<file path="config.mk">
export PLATFORM = sky130hd
export DESIGN_NAME = hex_ring_led_animation_flat
export DESIGN_NICKNAME = d
export VERILOG_FILES = /design/src/hw/rtl/hrla_pkg.sv /design/src/hw/rtl/hrla_req_if.sv /design/src/hw/rtl/hrla_rsp_if.sv /design/src/hw/rtl/hrla_csr_if.sv /design/src/hw/rtl/hrla_frame_unit.sv /design/src/hw/rtl/hrla_ring_walker.sv /design/src/hw/rtl/hex_ring_led_animation.sv /design/src/flat_wrapper.sv
export SDC_FILE = /design/constraint.sdc
export NUM_CORES = 1
export LEC_CHECK = 0
export ABC_CLOCK_PERIOD_IN_PS = 11280
export BUFFER_PORTS_ARGS = -buffer_cell sky130_fd_sc_hd__buf_4
export CAP_MARGIN = 10
export CORE_MARGIN = 2
export CORE_UTILIZATION = 40
export CTS_BUF_LIST = sky130_fd_sc_hd__clkbuf_4
export CTS_CLUSTER_DIAMETER = 40
export CTS_CLUSTER_SIZE = 24
export DETAILED_ROUTE_END_ITERATION = 12
export GPL_TIMING_DRIVEN = 0
export PLACE_DENSITY_LB_ADDON = 0.15
export SYNTH_ARGS = -nofsm -noshare
export SYNTH_HDL_FRONTEND = slang
export SYNTH_SLANG_ARGS = --single-unit
</file>
<file path="constraint.sdc">
create_clock -name clock -period 11.28 [get_ports clock]
set_input_delay 0.564 -clock clock [delete_from_list [all_inputs] [get_ports clock]]
set_output_delay 0.564 -clock clock [all_outputs]
set_load 0.05 [all_outputs]
</file>
<file path="src/hw/rtl/hrla_pkg.sv">
// Shared constants, types and helper functions for the hex ring LED animation block.
package hrla_pkg;

   localparam int ROWS           = 10;
   localparam int COLS           = 10;
   localparam int REVERSE_RADIUS = 5;

   localparam int MAX_RADIUS = (ROWS > REVERSE_RADIUS ? ROWS : REVERSE_RADIUS) - 1;
   localparam int RAD_W      = $clog2(MAX_RADIUS + 1);
   localparam int POS_W      = 8;

   localparam int TIME_W      = 64;
   localparam int FRAME_SHIFT = 20;
   localparam int FPS_W       = 8;
   localparam int FPS_BIT_W   = $clog2(FPS_W);
   localparam int FPS_RESET   = 30;

   localparam int ROW_W      = 4;
   localparam int COL_W      = 5;
   localparam int LED_W      = 7;
   localparam int IDX_FULL_W = 12;
   localparam int CSR_IDX_W  = 2;
   localparam int CSR_DATA_W = 8;
   localparam int DIR_W      = 3;

   localparam logic [DIR_W-1:0] DIR_LAST = DIR_W'(5);

   typedef enum logic [CSR_IDX_W-1:0] {
      CSR_MODE,
      CSR_FPS,
      CSR_SCALE_LOCK
   } csr_index_type;

   typedef enum logic [1:0] {
      MODE_STAR,
      MODE_SPLASH,
      MODE_STAR_REV,
      MODE_SPLASH_REV
   } mode_type;

   typedef logic signed [POS_W-1:0] pos_type;

   typedef struct packed {
      logic              start;
      logic              reverse;
      logic [FPS_W-1:0]  fps;
      logic [TIME_W-1:0] press;
      logic [TIME_W-1:0] now;
   } frame_cmd_type;

   typedef struct packed {
      logic             done;
      logic             ok;
      logic [RAD_W-1:0] radius;
   } frame_res_type;

   typedef struct packed {
      logic             start;
      logic             splash;
      logic [RAD_W-1:0] radius;
      logic [ROW_W-1:0] row;
      logic [COL_W-1:0] col;
   } walk_cmd_type;

   function automatic logic is_reverse(input mode_type m);
      logic res;
      case (m) inside
         MODE_STAR_REV, MODE_SPLASH_REV: res = 1'b1;
         default:                        res = 1'b0;
      endcase
      return res;
   endfunction

   function automatic logic is_splash(input mode_type m);
      logic res;
      case (m) inside
         MODE_SPLASH, MODE_SPLASH_REV: res = 1'b1;
         default:                      res = 1'b0;
      endcase
      return res;
   endfunction

   // ring sides in walk order: E, NE, NW, W, SW, SE
   function automatic pos_type dir_row_step(input logic [DIR_W-1:0] dir,
                                            input logic [RAD_W-1:0] stride);
      pos_type s;
      pos_type res;
      s = pos_type'(stride);
      case (dir) inside
         DIR_W'(1), DIR_W'(2): res = -s;
         DIR_W'(4), DIR_W'(5): res = s;
         default:              res = '0;
      endcase
      return res;
   endfunction

   function automatic pos_type dir_col_step(input logic [DIR_W-1:0] dir,
                                            input logic [RAD_W-1:0] stride);
      pos_type s;
      pos_type res;
      s = pos_type'(stride);
      case (dir)
         DIR_W'(0): res = s <<< 1;
         DIR_W'(1): res = s;
         DIR_W'(2): res = -s;
         DIR_W'(3): res = -(s <<< 1);
         DIR_W'(4): res = -s;
         DIR_W'(5): res = s;
         default:   res = '0;
      endcase
      return res;
   endfunction

endpackage

</file>
<file path="src/hw/rtl/hrla_req_if.sv">
// Key request channel interface.
interface hrla_req_if import hrla_pkg::*; ();
   logic              valid;
   logic              ready;
   logic [ROW_W-1:0]  center_row;
   logic [COL_W-1:0]  center_col;
   logic [TIME_W-1:0] press_time;
   logic [TIME_W-1:0] now_time;
   logic              is_command;
   logic              note_unused;
   logic              in_scale;

   modport source (output valid, center_row, center_col, press_time, now_time,
                   is_command, note_unused, in_scale, input ready);
   modport sink (input valid, center_row, center_col, press_time, now_time,
                 is_command, note_unused, in_scale, output ready);
   modport monitor (input valid, ready, center_row, center_col, press_time, now_time,
                    is_command, note_unused, in_scale);
endinterface

</file>
<file path="src/hw/rtl/hrla_rsp_if.sv">
// LED result channel interface.
interface hrla_rsp_if import hrla_pkg::*; ();
   logic             valid;
   logic             ready;
   logic [LED_W-1:0] led_index;
   logic             led_valid;
   logic             last;

   modport source (output valid, led_index, led_valid, last, input ready);
   modport sink (input valid, led_index, led_valid, last, output ready);
   modport monitor (input valid, ready, led_index, led_valid, last);
endinterface

</file>
<file path="src/hw/rtl/hrla_csr_if.sv">
// Register write channel interface.
interface hrla_csr_if import hrla_pkg::*; ();
   logic                  valid;
   logic                  ready;
   logic [CSR_IDX_W-1:0]  index;
   logic [CSR_DATA_W-1:0] data;

   modport source (output valid, index, data, input ready);
   modport sink (input valid, index, data, output ready);
endinterface

</file>
<file path="src/hw/rtl/hrla_frame_unit.sv">
// Frame number and ring radius: elapsed time times frame rate by shift-and-add.
module hrla_frame_unit import hrla_pkg::*; (
   input  logic          clock,
   input  logic          reset,
   input  frame_cmd_type cmd,
   output frame_res_type res
);

   typedef enum logic [1:0] {F_IDLE, F_MUL, F_CHECK} fstate_type;

   fstate_type            state_ff;
   logic [TIME_W-1:0]     diff_ff;
   logic [TIME_W-1:0]     acc_ff;
   logic [TIME_W-1:0]     acc_in;
   logic [FPS_W-1:0]      fps_ff;
   logic [FPS_BIT_W-1:0]  bit_ff;
   logic                  rev_ff;
   frame_res_type         res_ff;
   logic [TIME_W-FRAME_SHIFT-1:0] quot;
   logic [RAD_W-1:0]      quot_lo;

   assign acc_in  = (acc_ff << 1) + (fps_ff[bit_ff] ? diff_ff : '0);
   assign quot    = acc_ff[TIME_W-1:FRAME_SHIFT];
   assign quot_lo = acc_ff[FRAME_SHIFT +: RAD_W];
   assign res     = res_ff;

   always_ff @(posedge clock) begin
      if (reset) begin
         state_ff    <= F_IDLE;
         res_ff.done <= 1'b0;
      end else begin
         res_ff.done <= 1'b0;
         unique case (state_ff)
            F_IDLE: begin
               if (cmd.start) begin
                  diff_ff  <= cmd.now - cmd.press;
                  acc_ff   <= '0;
                  fps_ff   <= cmd.fps;
                  rev_ff   <= cmd.reverse;
                  bit_ff   <= FPS_BIT_W'(FPS_W - 1);
                  state_ff <= F_MUL;
               end
            end
            F_MUL: begin
               acc_ff <= acc_in;
               if (bit_ff == '0) begin
                  state_ff <= F_CHECK;
               end else begin
                  bit_ff <= bit_ff - 1'b1;
               end
            end
            F_CHECK: begin
               res_ff.done <= 1'b1;
               if (rev_ff) begin
                  res_ff.ok     <= quot < (TIME_W-FRAME_SHIFT)'(REVERSE_RADIUS - 1);
                  res_ff.radius <= RAD_W'(REVERSE_RADIUS - 1) - quot_lo;
               end else begin
                  res_ff.ok     <= quot < (TIME_W-FRAME_SHIFT)'(ROWS - 1);
                  res_ff.radius <= quot_lo + RAD_W'(1);
               end
               state_ff <= F_IDLE;
            end
            default: state_ff <= F_IDLE;
         endcase
      end
   end

endmodule

</file>
<file path="src/hw/rtl/hrla_ring_walker.sv">
// Hex ring walker: steps around the ring and drives one LED word per cycle while the result channel is not stalled.
module hrla_ring_walker import hrla_pkg::*; (
   input  logic         clock,
   input  logic         reset,
   input  walk_cmd_type cmd,
   output logic         done,
   hrla_rsp_if.source   rsp_bus
);

   typedef enum logic {W_IDLE, W_RUN} wstate_type;

   wstate_type            state_ff;
   pos_type               r_ff;
   pos_type               c_ff;
   logic [DIR_W-1:0]      dir_ff;
   logic [RAD_W-1:0]      step_ff;
   logic [RAD_W-1:0]      steps_ff;
   logic [RAD_W-1:0]      stride_ff;
   logic                  done_ff;
   logic                  valid_ff;
   logic [LED_W-1:0]      led_index_ff;
   logic                  led_valid_ff;
   logic                  last_ff;
   logic                  on_grid;
   logic [IDX_FULL_W-1:0] idx_full;
   logic                  side_end;
   logic                  ring_end;
   logic                  load;

   assign on_grid = (r_ff >= pos_type'(0)) && (r_ff < pos_type'(ROWS)) &&
                    (c_ff >= pos_type'(0)) && (c_ff < pos_type'(2 * COLS)) &&
                    !(r_ff[0] ^ c_ff[0]);
   assign idx_full = IDX_FULL_W'(COLS) * IDX_FULL_W'($unsigned(r_ff)) +
                     IDX_FULL_W'(c_ff[POS_W-1:1]);
   assign side_end = (step_ff + RAD_W'(1)) == steps_ff;
   assign ring_end = side_end && (dir_ff == DIR_LAST);
   assign load     = (state_ff == W_RUN) && (!valid_ff || rsp_bus.ready);

   assign done              = done_ff;
   assign rsp_bus.valid     = valid_ff;
   assign rsp_bus.led_index = led_index_ff;
   assign rsp_bus.led_valid = led_valid_ff;
   assign rsp_bus.last      = last_ff;

   always_ff @(posedge clock) begin
      if (reset) begin
         state_ff <= W_IDLE;
         valid_ff <= 1'b0;
         done_ff  <= 1'b0;
      end else begin
         done_ff <= 1'b0;
         if (valid_ff && rsp_bus.ready) begin
            valid_ff <= 1'b0;
         end
         unique case (state_ff)
            W_IDLE: begin
               if (cmd.start) begin
                  r_ff      <= pos_type'(cmd.row) + pos_type'(cmd.radius);
                  c_ff      <= pos_type'(cmd.col) - pos_type'(cmd.radius);
                  dir_ff    <= '0;
                  step_ff   <= '0;
                  steps_ff  <= cmd.splash ? cmd.radius : RAD_W'(1);
                  stride_ff <= cmd.splash ? RAD_W'(1) : cmd.radius;
                  state_ff  <= W_RUN;
               end
            end
            W_RUN: begin
               if (load) begin
                  valid_ff     <= 1'b1;
                  led_valid_ff <= on_grid;
                  led_index_ff <= on_grid ? idx_full[LED_W-1:0] : '0;
                  last_ff      <= ring_end;
                  r_ff         <= r_ff + dir_row_step(dir_ff, stride_ff);
                  c_ff         <= c_ff + dir_col_step(dir_ff, stride_ff);
                  if (side_end) begin
                     step_ff <= '0;
                     dir_ff  <= dir_ff + 1'b1;
                  end else begin
                     step_ff <= step_ff + 1'b1;
                  end
                  if (ring_end) begin
                     done_ff  <= 1'b1;
                     state_ff <= W_IDLE;
                  end
               end
            end
            default: state_ff <= W_IDLE;
         endcase
      end
   end

endmodule

</file>
<file path="src/hw/rtl/hex_ring_led_animation.sv">
// Top level: hex ring LED animation, one key word in, one LED word per ring position out.
// An animating key goes through the 8-step shift-and-add frame unit, then the ring walker,
// which gives one position per cycle unless stalled: 6*steps LED words (steps = radius
// in splash modes, else 1). No new key is taken until the ring is walked. An ineligible
// key is dropped in its accept cycle, one out of frame range at the frame check.
// Synchronous reset: mode star, 30 frames per second, scale lock off, both channels idle.
module hex_ring_led_animation import hrla_pkg::*; (
   input  logic      clock,
   input  logic      reset,
   hrla_req_if.sink  req_bus,
   hrla_rsp_if.source rsp_bus,
   hrla_csr_if.sink  csr_bus
);

   typedef enum logic [1:0] {S_IDLE, S_FRAME, S_WALK} state_type;

   state_type        state_ff;
   mode_type         mode_ff;
   logic [FPS_W-1:0] fps_ff;
   logic             scale_lock_ff;
   logic [ROW_W-1:0] row_ff;
   logic [COL_W-1:0] col_ff;
   logic             req_take;
   logic             eligible;
   frame_cmd_type    frame_cmd;
   frame_res_type    frame_res;
   walk_cmd_type     walk_cmd;
   logic             walk_done;

   assign req_bus.ready = (state_ff == S_IDLE);
   assign csr_bus.ready = 1'b1;
   assign req_take      = req_bus.valid && req_bus.ready;
   assign eligible      = (req_bus.press_time != '0) && !req_bus.is_command &&
                          !req_bus.note_unused && (!scale_lock_ff || req_bus.in_scale);

   assign frame_cmd.start   = req_take && eligible;
   assign frame_cmd.reverse = is_reverse(mode_ff);
   assign frame_cmd.fps     = fps_ff;
   assign frame_cmd.press   = req_bus.press_time;
   assign frame_cmd.now     = req_bus.now_time;

   assign walk_cmd.start  = (state_ff == S_FRAME) && frame_res.done && frame_res.ok;
   assign walk_cmd.splash = is_splash(mode_ff);
   assign walk_cmd.radius = frame_res.radius;
   assign walk_cmd.row    = row_ff;
   assign walk_cmd.col    = col_ff;

   hrla_frame_unit u_frame (
      .clock (clock),
      .reset (reset),
      .cmd   (frame_cmd),
      .res   (frame_res)
   );

   hrla_ring_walker u_walker (
      .clock   (clock),
      .reset   (reset),
      .cmd     (walk_cmd),
      .done    (walk_done),
      .rsp_bus (rsp_bus)
   );

   always_ff @(posedge clock) begin
      if (reset) begin
         mode_ff       <= MODE_STAR;
         fps_ff        <= FPS_W'(FPS_RESET);
         scale_lock_ff <= 1'b0;
      end else if (csr_bus.valid && csr_bus.ready) begin
         unique case (csr_bus.index)
            CSR_MODE:       mode_ff       <= mode_type'(csr_bus.data[1:0]);
            CSR_FPS:        fps_ff        <= csr_bus.data[FPS_W-1:0];
            CSR_SCALE_LOCK: scale_lock_ff <= csr_bus.data[0];
            default:        ;
         endcase
      end
   end

   always_ff @(posedge clock) begin
      if (reset) begin
         state_ff <= S_IDLE;
      end else begin
         unique case (state_ff)
            S_IDLE: begin
               if (frame_cmd.start) begin
                  row_ff   <= req_bus.center_row;
                  col_ff   <= req_bus.center_col;
                  state_ff <= S_FRAME;
               end
            end
            S_FRAME: begin
               if (frame_res.done) begin
                  state_ff <= frame_res.ok ? S_WALK : S_IDLE;
               end
            end
            S_WALK: begin
               if (walk_done) begin
                  state_ff <= S_IDLE;
               end
            end
            default: state_ff <= S_IDLE;
         endcase
      end
   end

endmodule

</file>
<file path="src/flat_wrapper.sv">
// flat-port wrapper written by rule: the top's interface ports become plain ports
module hex_ring_led_animation_flat import hrla_pkg::*;
  (clock, reset, req_bus_valid, req_bus_center_row, req_bus_center_col, req_bus_press_time, req_bus_now_time, req_bus_is_command, req_bus_note_unused, req_bus_in_scale, req_bus_ready, rsp_bus_valid, rsp_bus_led_index, rsp_bus_led_valid, rsp_bus_last, rsp_bus_ready, csr_bus_valid, csr_bus_index, csr_bus_data, csr_bus_ready);
  hrla_req_if req_bus_i ();
  hrla_rsp_if rsp_bus_i ();
  hrla_csr_if csr_bus_i ();
  input  logic clock;
  input  logic reset;
  input wire logic [$bits(req_bus_i.valid)-1:0] req_bus_valid;
  input wire logic [$bits(req_bus_i.center_row)-1:0] req_bus_center_row;
  input wire logic [$bits(req_bus_i.center_col)-1:0] req_bus_center_col;
  input wire logic [$bits(req_bus_i.press_time)-1:0] req_bus_press_time;
  input wire logic [$bits(req_bus_i.now_time)-1:0] req_bus_now_time;
  input wire logic [$bits(req_bus_i.is_command)-1:0] req_bus_is_command;
  input wire logic [$bits(req_bus_i.note_unused)-1:0] req_bus_note_unused;
  input wire logic [$bits(req_bus_i.in_scale)-1:0] req_bus_in_scale;
  output wire logic [$bits(req_bus_i.ready)-1:0] req_bus_ready;
  output wire logic [$bits(rsp_bus_i.valid)-1:0] rsp_bus_valid;
  output wire logic [$bits(rsp_bus_i.led_index)-1:0] rsp_bus_led_index;
  output wire logic [$bits(rsp_bus_i.led_valid)-1:0] rsp_bus_led_valid;
  output wire logic [$bits(rsp_bus_i.last)-1:0] rsp_bus_last;
  input wire logic [$bits(rsp_bus_i.ready)-1:0] rsp_bus_ready;
  input wire logic [$bits(csr_bus_i.valid)-1:0] csr_bus_valid;
  input wire logic [$bits(csr_bus_i.index)-1:0] csr_bus_index;
  input wire logic [$bits(csr_bus_i.data)-1:0] csr_bus_data;
  output wire logic [$bits(csr_bus_i.ready)-1:0] csr_bus_ready;
  assign req_bus_i.valid = req_bus_valid;
  assign req_bus_i.center_row = req_bus_center_row;
  assign req_bus_i.center_col = req_bus_center_col;
  assign req_bus_i.press_time = req_bus_press_time;
  assign req_bus_i.now_time = req_bus_now_time;
  assign req_bus_i.is_command = req_bus_is_command;
  assign req_bus_i.note_unused = req_bus_note_unused;
  assign req_bus_i.in_scale = req_bus_in_scale;
  assign req_bus_ready = req_bus_i.ready;
  assign rsp_bus_valid = rsp_bus_i.valid;
  assign rsp_bus_led_index = rsp_bus_i.led_index;
  assign rsp_bus_led_valid = rsp_bus_i.led_valid;
  assign rsp_bus_last = rsp_bus_i.last;
  assign rsp_bus_i.ready = rsp_bus_ready;
  assign csr_bus_i.valid = csr_bus_valid;
  assign csr_bus_i.index = csr_bus_index;
  assign csr_bus_i.data = csr_bus_data;
  assign csr_bus_ready = csr_bus_i.ready;
  hex_ring_led_animation u_core (.clock(clock), .reset(reset), .req_bus(req_bus_i), .rsp_bus(rsp_bus_i), .csr_bus(csr_bus_i));
endmodule
</file>
After elaboration in Yosys (flattened, before gate mapping)
Cells that the tools add are included.
{"block": "totals", "regBits": 213, "out_inout_bits": 12}
{"block": "op_classes", "n_eq_ne": 24, "n_reduce_logical": 49, "mux": 50, "n_lt_le_gt_ge": 7, "multipliers": 1, "add_sub_neg": 14, "bitwise_logic": 4}
{"op": "two-way mux 64 bit", "count": 2}
{"op": "one-hot mux 64 bit (2 select lines)", "count": 1}
{"op": "two-way mux 8 bit", "count": 11}
{"op": "adder 64 bit", "count": 1}
{"op": "nonzero test 64 bit", "count": 1}
{"op": "subtractor 64 bit", "count": 1}
{"op": "less-than comparator 44 x 3 -> 1 bit (second input constant)", "count": 1}
{"op": "less-than comparator 44 x 4 -> 1 bit (second input constant)", "count": 1}
{"op": "one-hot mux 8 bit (2 select lines)", "count": 2}
{"op": "one-hot mux 8 bit (4 select lines)", "count": 1}
{"op": "AND reduction 3 bit", "count": 7}
{"op": "adder 8 bit", "count": 2}
{"op": "greater-or-equal comparator 8 x 1 -> 1 bit (second input constant)", "count": 2}
{"op": "two-way mux 4 bit", "count": 4}
{"op": "two-way mux 3 bit", "count": 5}
{"op": "logical AND 1 bit", "count": 14}
{"op": "!= test 2 bit (second input constant)", "count": 6}
{"op": "one-hot mux 3 bit (2 select lines)", "count": 2}
{"op": "OR reduction 2 bit", "count": 6}
{"op": "equality test 2 bit (second input constant)", "count": 5}
{"op": "two-way mux 1 bit", "count": 10}
{"op": "two-way mux 2 bit", "count": 5}
{"op": "AND reduction 2 bit", "count": 5}
{"op": "adder 4 x 1 -> 4 bit (second input constant)", "count": 2}
{"op": "34 further kinds", "count": 52}

Logic depth before layout (Yosys ltp)
Gate-level depths: netlist (run 1).
{"block": "depth", "ltp_word": 10, "ltp_mapped": 16, "mapped_depth_nobuf": 15}

Modules after synthesis
Synthesis (run 1) repeated with hierarchy kept, for this count alone.
{"block": "unflattened", "hier_cells": 1954, "hier_area_um2": 17621.9}
{"mod": "hrla_frame_unit", "cells_each": 1528, "instances": 1, "seq_area_each_um2": 4414.2, "area_each_um2": 13367.8}
{"mod": "hrla_ring_walker", "cells_each": 328, "instances": 1, "seq_area_each_um2": 1261.2, "area_each_um2": 3301.9}
{"mod": "hex_ring_led_animation", "cells_each": 98, "instances": 1, "seq_area_each_um2": 530.5, "area_each_um2": 952.2}

Worst setup path before layout (run 1)
Ideal clock, no wire load.
{"block": "synth_timing", "path_type": "reg-to-reg", "from": "register u_core.state_ff[0]", "to": "register u_core.u_frame.diff_ff[0], enable pin", "period_less_slack_ns": 9.700, "path_stages_with_launch": 5, "arrival_ns": 8.990, "path_slack_ns": 1.580, "setup_time_ns": 0.709, "cell_sequence": "dfxtp_1 > nor2_1 > nand4_1 > nor2_1 > nor4b_1"}
{"block": "synth_between", "elab_chain_cells": 4}
{"element": "start: declaration", "line": "hex_ring_led_animation.sv:17", "source": "state_type state_ff;"}
{"element": "start signal: assignment", "line": "hex_ring_led_animation.sv:92", "source": "state_ff <= frame_res.ok ? S_WALK : S_IDLE;"}
{"element": "zero test 2 bit", "line": "hex_ring_led_animation.sv:30", "source": "assign req_bus.ready = (state_ff == S_IDLE);"}
{"element": "named net req_bus_ready", "line": "flat_wrapper.sv:17", "source": "output wire logic [$bits(req_bus_i.ready)-1:0] req_bus_ready;"}
{"element": "logical AND 1 bit", "line": "hex_ring_led_animation.sv:32", "source": "assign req_take = req_bus.valid && req_bus.ready;"}
{"element": "logical AND 1 bit", "line": "hex_ring_led_animation.sv:36", "source": "assign frame_cmd.start = req_take && eligible;"}
{"element": "AND reduction 3 bit (no source line)"}
{"element": "end signal: assignment", "line": "hrla_frame_unit.sv:36", "source": "diff_ff <= cmd.now - cmd.press;"}
{"element": "end: declaration", "line": "hrla_frame_unit.sv:12", "source": "logic [TIME_W-1:0] diff_ff;"}
The timed path passes the listed nets, and every way through them passes these cells.
A chain may end at the register's enable or synchronous reset.

Worst setup path in the final report (run 1)
{"block": "layout_timing", "from": "register u_core.u_frame.bit_ff[0]", "to": "register u_core.u_frame.acc_ff[60], data pin"}
{"block": "layout_between", "elab_chain_cells": 5}
{"element": "start: declaration", "line": "hrla_frame_unit.sv:16", "source": "logic [FPS_BIT_W-1:0] bit_ff;"}
{"element": "start signal: assignment", "line": "hrla_frame_unit.sv:40", "source": "bit_ff <= FPS_BIT_W'(FPS_W - 1);"}
{"element": "start signal: assignment", "line": "hrla_frame_unit.sv:49", "source": "bit_ff <= bit_ff - 1'b1;"}
{"element": "binary-select mux 1 bit (select 3 bit)", "line": "hrla_frame_unit.sv:22", "source": "assign acc_in = (acc_ff << 1) + (fps_ff[bit_ff] ? diff_ff : '0);"}
{"element": "two-way mux 1 bit (implied by the code)", "line": "hrla_frame_unit.sv:22"}
{"element": "two-way mux 64 bit", "line": "hrla_frame_unit.sv:22"}
{"element": "adder 64 bit", "line": "hrla_frame_unit.sv:22"}
{"element": "one-hot mux 64 bit (2 select lines)", "line": "hrla_frame_unit.sv:33", "source": "unique case (state_ff)"}
{"element": "end signal: assignment", "line": "hrla_frame_unit.sv:45", "source": "acc_ff <= acc_in;"}
{"element": "end: declaration", "line": "hrla_frame_unit.sv:13", "source": "logic [TIME_W-1:0] acc_ff;"}
Every way passes these cells. The select of a mux whose other input is x is not followed.

==> results.txt, run 1 <==
The overall via count from detail_route came out at 14,600. Across all hold checks on the routed design, the worst slack comes to 0.0989 ns. In this run the worst setup path terminates at u_core.u_frame.acc_ff[60]. The total negative setup slack came out at 0 ns. The boundary pin count is 167. The library cell with the largest summed area after synthesis is edfxtp_1.

Across all register-to-register paths, the minimum setup slack is 5.31 ns. The routed length on met2 is 20.4 mm. The via count of the first global-routing pass came out at 14,400. Synthesis inferred 213 register bits. The placed instance count came out at 2,644. The number of antenna violations at the first check in global routing was 2. The row count is 76. The sequential fraction of the synthesis area came out at 0.360. The biggest cell delay along the critical path is 0.72 ns. The worst reg-to-reg path cell count is 17. At the end of the flow the core is filled with cells to 0.465. The area growth from synthesis to layout is 15.5%.

The number of clock sinks is 213. Entering global routing, the biggest net connects 22 pins. During synthesis, Yosys emitted a total of 0 warnings. Walking the worst path, the cells encountered are mux4_2 > mux2i_1 > buf_4 > clkbuf_1 > nor2b_1 > ha_1 > clkbuf_1 > nand4_1 > nor3_1 > nand4_1 > a211oi_1 > o41ai_1 > a2111oi_0 > o211ai_1 > a211oi_1 > o21a_1 > nor3_1. The final-report hold violation count is 0. The total detailed-routing wirelength is 45.0 mm. The chip height is ~210 um. The per-cell via count in the routed design came out at 5.36. The number of DRC violations after detailed-routing iteration 0 is 888. STA classifies the critical path startpoint as a register.

During placement, the flow inserted port buffers numbering 164. The final worst-path setup slack came out at 5.31 ns. The async set or reset register ratio after synthesis is 0. The endpoint of the lowest-slack register-to-register path is u_core.u_frame.acc_ff[60]. The final worst clock skew came out at 0.0876 ns. The final critical delay including setup and external delays came out at just under 6 ns.

Of all nets on the critical path, the largest fanout is 10. The die covers approximately 0.045 mm2. The transition time at the pin with the least slew margin is 1.11 ns. Among all flip-flop cells after synthesis, the most frequent one is edfxtp_1. The fraction of final layout cells sized beyond drive strength 1 is 0.126. The aggregate global-route resource usage is 0.202. Synthesis produced a netlist whose cell count is 1,919. The overflow left after global routing came out at 0.

The post-cts resize count is 0. The critical path is of the reg -> reg type. The first global-routing pass estimated 72.7 mm of wire. The number of optimization iterations in the first detailed-route pass is 5. The critical path depth in cells came out at 17. In the routed design, unresolved DRC markers number 0. The highest metal layer with signal wires is met5. The number of nets in the synthesized netlist is between 2,000 and 2,500.

The number of synthesized flops with an enable pin is ~190. TritonCTS created 36 clock buffers. In this run the worst hold path is classified as in -> reg. Setup repair after global routing left no endpoint under its margin.

The routed wire length per instance is roughly 17 um. By area the synthesized netlist is led by edfxtp_1 34%, ha_1 12%, a21oi_1 5.4%. The non-filler instance count after layout is 2,718. The final design instance area without fill is 0.0199 mm2. The area of the core is 0.0428 mm2. The CTS tree is yes.

The power consumption is 1.95 mW. The worst register-to-register path begins at u_core.u_frame.bit_ff[0]. The post-synthesis area per instance came out at 8.98 um2. Across the VDD grid, the largest voltage drop is 0.0000474 V. The post-placement cell area is 0.0193 mm2. Detailed routing placed a total of 1.53 mm of wire on met3. The tool flagged a number of max-cap violations equal to 0.

The nature of the critical path endpoint is a register. Detailed placement finished with a half-perimeter wire length of 36.8 mm. The critical path data arrival time came out at 6.33 ns. Together, buffers and inverters on the worst path number 3.

The number of slew-limit violations in the final report is 0. The most critical setup path has its startpoint at u_core.u_frame.bit_ff[0]. The final count of negative-setup-slack endpoints came out at 0.

The slowest stage of the critical path is the a2111oi_0 cell. Clock-pin slew was measured on the worst setup and hold paths at 0.11 ns. The combined area of all synthesized cells came out at 0.0172 mm2. The H-tree depth is 2. Measured against its own limit, the worst slew margin works out to 0.240.

The die is 212 um wide. Counting instances in the post-synthesis netlist gives the leading cell types as 194 x edfxtp_1, 186 x a21oi_1, 168 x ha_1, 166 x nor2_1, 137 x inv_1. The run finished with clean final reports. Among cell families on the critical path, the largest total delay comes from compound AO/OA/AOI/OAI gates. The clock latency on the worst-skew pair came out at 0.70 ns. The starting utilization of the core area came out at 0.403. The leading cell type by number of instances after synthesis is edfxtp_1.

The share of Yosys cell area claimed by the top area cell type is 0.338. The number of routed nets with antenna violations is 0. The maximum achievable frequency came out at 168 MHz.

The number of different library cells in the post-synthesis netlist came out at 67. The analysis attributes to cell leakage a power of 8.39 nW. The maximum buffer depth of the clock tree is 3. The power density over the cells is between 90 and 100 mW/mm2. The root buffer cell is clkbuf_4. The final RePlAce weighted congestion came out at between 0.9 and 1. The sum of routed wire segments on met1 is around 22 mm. The number of nets in the layout came out at 2,474.

For the worst setup path, the data required time is approximately 12 ns. The final period utilization is 0.529. The setup slack at placement came out at between 5 and 6 ns.
## worst min path at each step
stage,depth (start not counted),to,startpoint,slack (ns)
after CTS,3,u_core.fps_ff[5],csr_bus_data[5],0.02
final,3,u_core.fps_ff[5],csr_bus_data[5],0.1
after floorplan,0,u_core.u_frame.fps_ff[0],u_core.fps_ff[0],0.41
after global routing,1,u_core.col_ff[4],req_bus_center_col[4],0.03
after detailed placement,0,u_core.u_frame.fps_ff[6],u_core.fps_ff[6],0.42
after global placement,0,u_core.u_frame.fps_ff[3],u_core.fps_ff[3],0.41
## placed cells by master (no fill, tap or decap), drive strengths merged, types with 15 or more instances in the layout
cell type and instances:
o21bai 37, a211oi 22, nand2 122, dfxtp 19, edfxtp 194, nor4 35, inv 146, nand3 27
xnor2 99, nor2b 76, and2 15, buf 191, nand4 58, xor2 54, a21o 92, nor2 167
o21ai 90, clkbuf 117, ha 168, nor3 42, a21oi 186, o21a 25
## worst reg2reg max path: stages (launching register included)
cell and delay (ns):
edfxtp_1 0.47, mux4_2 0.53, mux2i_1 0.46, buf_4 0.28, clkbuf_1 0.34, nor2b_1 0.17, ha_1 0.30, clkbuf_1 0.25
nand4_1 0.23, nor3_1 0.30, nand4_1 0.14, a211oi_1 0.35, o41ai_1 0.21, a2111oi_0 0.72, o211ai_1 0.27, a211oi_1 0.41
o21a_1 0.17, nor3_1 0.05
## power breakdown
group / internal (mW) / leakage (nW) / switching, mW
Combinational: 0.197 / 6.16 / 0.275
Sequential: 0.891 / 1.94 / 0.00837
Clock: 0.235 / 0.286 / 0.341
## metal layers
layer | up-vias | global-route usage
met1 | 6716 | 0.275
li1 | 7432 | -
met2 | 338 | 0.333
met4 | 2 | 0.0692
met5 | - | 0
met3 | 91 | 0.0211
## sequential cells by signal (all words and copies together) (netlist names), 5 cells and up
| signal | cells |
|---|---|
| u_core.u_frame.fps_ff | 8 |
| u_core.u_frame.diff_ff | 64 |
| u_core.fps_ff | 8 |
| u_core.col_ff | 5 |
| u_core.u_frame.acc_ff | 64 |
| u_core.u_walker.rsp_bus.led_index | 7 |
| u_core.u_walker.r_ff | 8 |
| u_core.u_walker.c_ff | 8 |
| u_core.u_frame.res | 6 |
## cell families after synthesis
logic type | after synthesis | share of synthesized area
DFF | 213 | 0.360
buffers and inverters | 228 | 0.0505
and+or+nand+nor | 601 | 0.174
other | 1 | 0.000218
AOI/OAI and AO/OA | 532 | 0.196
adders and majority gates | 177 | 0.132
xor gates and xnor gates | 153 | 0.0777
muxes | 14 | 0.00973
## area by class of cell
class	instances	area, um2
Clock buffer	37	278
Buffer	91	357
Clock inverter	29	265
Antenna cell	1	2.50
Tap cell	546	683
Multi-Input combinational cell	1478	10200
Sequential cell	213	6210
Timing Repair Buffer	186	1430
Inverter	137	514
Fill cell	4191	22900
## what timing repair did
item	in CTS	in global routing
hold buffers	6	0
setup buffers	0	0
setup endpoints to repair	0	0
endpoints found under the hold margin	6	0
Power figures use the tool's default switching activity.
==> run 2: changes to the inputs <==
ABC_CLOCK_PERIOD_IN_PS = 5000   (was 11280)
clock period = 5 ns   (was 11.28 ns; I/O delays follow)
==> run 2 against run 1 <==
Against the previous run: non-clock buffer count is 23 higher; flip-flop and latch count stayed put; register-to-register slack worse by 5.1 ns; design area is 3.1% higher; fmax is 25% higher; highest routed layer unchanged; routed wire length is 1.8% higher; global-route usage is 0.45 points higher; worst setup slack worse by 5.1 ns; combinational power is 130% higher; sequential share of layout area is 0.95 points lower; sequential power is 130% higher; largest cell class unchanged.
==> results.txt, run 2 (synthesis results as in run 1) <==
The clock input transition at the sequential cells of the worst setup and hold paths came out at 0.11 ns (about the same). The top cell types in the final layout, fill and taps aside, are 194 x edfxtp_1, 184 x a21oi_1, 171 x buf_4. The row count came out at 76 (unchanged). The width of the die is 212 um (unchanged). The total detailed-routing wirelength is 45.7 mm (+1.8%).

The number of design rule violations left after detail routing came out at 0 (unchanged). By instance count, the cell type seen most on the critical path is nand4_1. The clock buffer count from CTS came out at 36 (unchanged). The maximum buffer depth of the clock tree is 3 (unchanged).

The number of optimization iterations in the first detailed-route pass is 5 (unchanged). The area of the core is 0.0428 mm2 (unchanged). The final critical delay including setup and external delays is 4.76 ns (-1.21 ns). The path class of the tightest hold or removal check is in -> reg. The final RePlAce weighted congestion is 0.937 (+3.1%). The number of nets in the layout came out at 2,497 (+0.93%). The largest registers in the layout are u_core.u_frame.acc_ff: 64 flops, u_core.u_frame.diff_ff: 64 flops. The multi-input logic area came to 0.0103 mm2 (+1.5%). The critical path data arrival time is 5.14 ns (-1.19 ns).

The worst setup path is captured at a register. The area enclosed by the die boundary is 0.0448 mm2 (unchanged). The number of routed nets with antenna violations came to 0 (unchanged). The chip height came out at 212 um (unchanged). The root buffer cell chosen for the clock tree is clkbuf_4. The post-placement cell area came out at 0.0193 mm2 (+0.12%). The largest individual stage delay along the critical path comes from the cell mux4_2. The non-filler instance count after layout was 2,741 (+0.85%). The final worst clock skew came out at 0.0941 ns (+0.00649 ns). The final count of negative-setup-slack endpoints is 0 (unchanged). The number of antenna violations at the first check in global routing is 2 (unchanged). The clock latency on the worst-skew pair is 0.73 ns (+0.03 ns). The fraction of final layout cells sized beyond drive strength 1 is 0.135 (+0.00870). The final design instance area without fill is 0.0205 mm2 (+3.1%). The total of buffers placed on input and output ports came out at 164 (unchanged). The flow ran to the end, and the final reports show no timing, DRC or antenna violations.

The tightest slew margin relative to the limit is 0.0411 (-0.198). The library cell used most frequently in the layout, excluding fill and tap cells, is edfxtp_1. The per-cell via count in the routed design is 5.35 (-0.17%).

The boundary pin count is 167 (unchanged). The transition time at the pin with the least slew margin was 1.40 ns (+0.290 ns). The data required time of the worst path came to 5.38 ns (-6.26 ns). The final period utilization is 0.952 (+0.423). The largest driver fanout on the critical path came out at 10 (unchanged). The placed instance count is 2,639 (-0.19%). The number of filler instances in the final layout is 4,168 (-0.55%). The number of clock sinks is 213 (unchanged). The total half-perimeter wirelength after legalization and detailed placement came out at 36.5 mm (-0.74%). By startpoint and endpoint, the worst setup path is classified as reg -> reg. The final worst-path setup slack came out at 0.239 ns (-5.07 ns). The maximum achievable frequency came out at 210 MHz (+25%).

The number of slew-limit violations in the final report is 0 (unchanged). The pin count of the biggest net entering global routing is 22 (unchanged). The H-tree depth came out at 2 (unchanged). The starting utilization of the core area is 0.403 (unchanged). The number of DRC violations after detailed-routing iteration 0 is 964 (+8.6%).

The synthesis-to-finish area growth is 19.2%. The routed wire length per instance came out at 16.7 um (+0.90%). The biggest cell delay along the critical path came to 0.55 ns (-0.17 ns). TritonCTS built the clock tree. The overall via count from detail_route came out at 14,700 (+0.67%). The power density over the cells came out at 232 mW/mm2 (+140%).

The worst setup path is launched from a register. The number of maximum-capacitance violations was 0 (unchanged). The overflow left after global routing is 0 (unchanged). The register cell area after layout came out at 0.00621 mm2 (unchanged). Walking the worst path, the cells encountered are mux4_2 > mux2i_4 > buf_6 > buf_2 > nor2b_1 > ha_2 > nand4_1 > nor3_2 > nand4_1 > a211oi_4 > o41ai_4 > a2111oi_4 > o211ai_1 > buf_4 > a211oi_2 > o21a_1 > nor3_1. The via count of the first global-routing pass is 14,500 (+0.73%). The wire length of the first global-routing pass was 74.5 mm (+2.4%). The final-report hold violation count is 0 (unchanged). The aggregate global-route resource usage is 0.206 (+0.00451). The leakage component of the power is 8.63 nW (+2.8%). The maximum ir drop on the vdd rail came to 0.000151 V (+220%). The setup slack at placement came to -0.967 ns (-6.25 ns).
run 2: changes by cell type in the layout (fill, tap and decap cells not counted), moves of 3 or more:
| cell | before | now |
|---|---|---|
| ha_2 | 0 | 4 |
| ha_1 | 168 | 164 |
| dlygate4sd3_1 | 6 | 34 |
| a211oi_2 | 0 | 3 |
| bufinv_16 | 2 | 8 |
| buf_4 | 175 | 171 |
| clkinv_2 | 6 | 2 |
| clkbuf_1 | 80 | 72 |
| a211oi_1 | 22 | 18 |
run 2: where the power goes:
| part | internal (mW) | switching [mW] | leakage [nW] |
|---|---|---|---|
| Clock | 0.846 | 0.795 | 0.358 |
| Sequential | 2.01 | 0.0193 | 1.94 |
| Combinational | 0.469 | 0.633 | 6.33 |
run 2: worst paths after layout:
kind / startpoint / endpoint / slack [ns] / cells after the start
max: u_core.u_frame.bit_ff[0] / u_core.u_frame.acc_ff[56] / 0.24 / 17
min reg2reg: u_core.fps_ff[3] / u_core.u_frame.fps_ff[3] / 0.44 / 0
min: req_bus_now_time[8] / u_core.u_frame.diff_ff[8] / 0.08 / 3
max reg2reg: u_core.u_frame.bit_ff[0] / u_core.u_frame.acc_ff[56] / 0.24 / 17
run 2: layer usage:
metal	vias up	routed length [um]	track usage
met2	337	21100	0.339
li1	7476	-	-
met4	2	1340	0.0661
met1	6777	21800	0.284
met5	-	11	0
met3	85	1560	0.0212
run 2: final cells by class:
cell class | instances | share of cell area
diodes | 1 | 0.000122
plain buffers | 87 | 0.0171
clock buffers | 38 | 0.0139
clock inverters | 28 | 0.0200
inverters | 137 | 0.0250
multi-input cells | 1478 | 0.503
flip-flops and latches | 213 | 0.302
well taps | 546 | 0.0333
repair buffers | 213 | 0.0852
run 2: critical path, delay by kind of cell (launching register included):
kind / cells / cell delay (ns)
muxes: 2 / 0.84
DFF: 1 / 0.46
buffers and inverters: 3 / 0.57
adders and majority gates: 1 / 0.41
and+or+nand+nor: 5 / 0.76
AOI/OAI and AO/OA: 6 / 1.38
run 2: timing repair:
| item | in CTS | in global routing |
|---|---|---|
| setup buffers | 0 | 5 |
| cloned | 0 | 0 |
| endpoints found under the setup margin | 23 | 17 |
| pin swaps | 1 | 8 |
| resized for setup | 18 | 20 |
| hold endpoints to repair | 30 | 0 |
| hold buffers | 34 | 0 |
run 2: stage by stage:
step / power [mW] / hold WS [ns] / util / TNS (ns)
after floorplan: 2.79 / 0.349 / - / 0
after global placement: 3.11 / 0.417 / 0.448 / -61.68
after detailed placement: 3.12 / 0.423 / 0.452 / -6.73
after CTS: 4.82 / 0.00372 / 0.478 / -0.00273
after global routing: 5.03 / 0.0396 / 0.480 / -0.0288
final: 4.77 / 0.0817 / 0.480 / 0
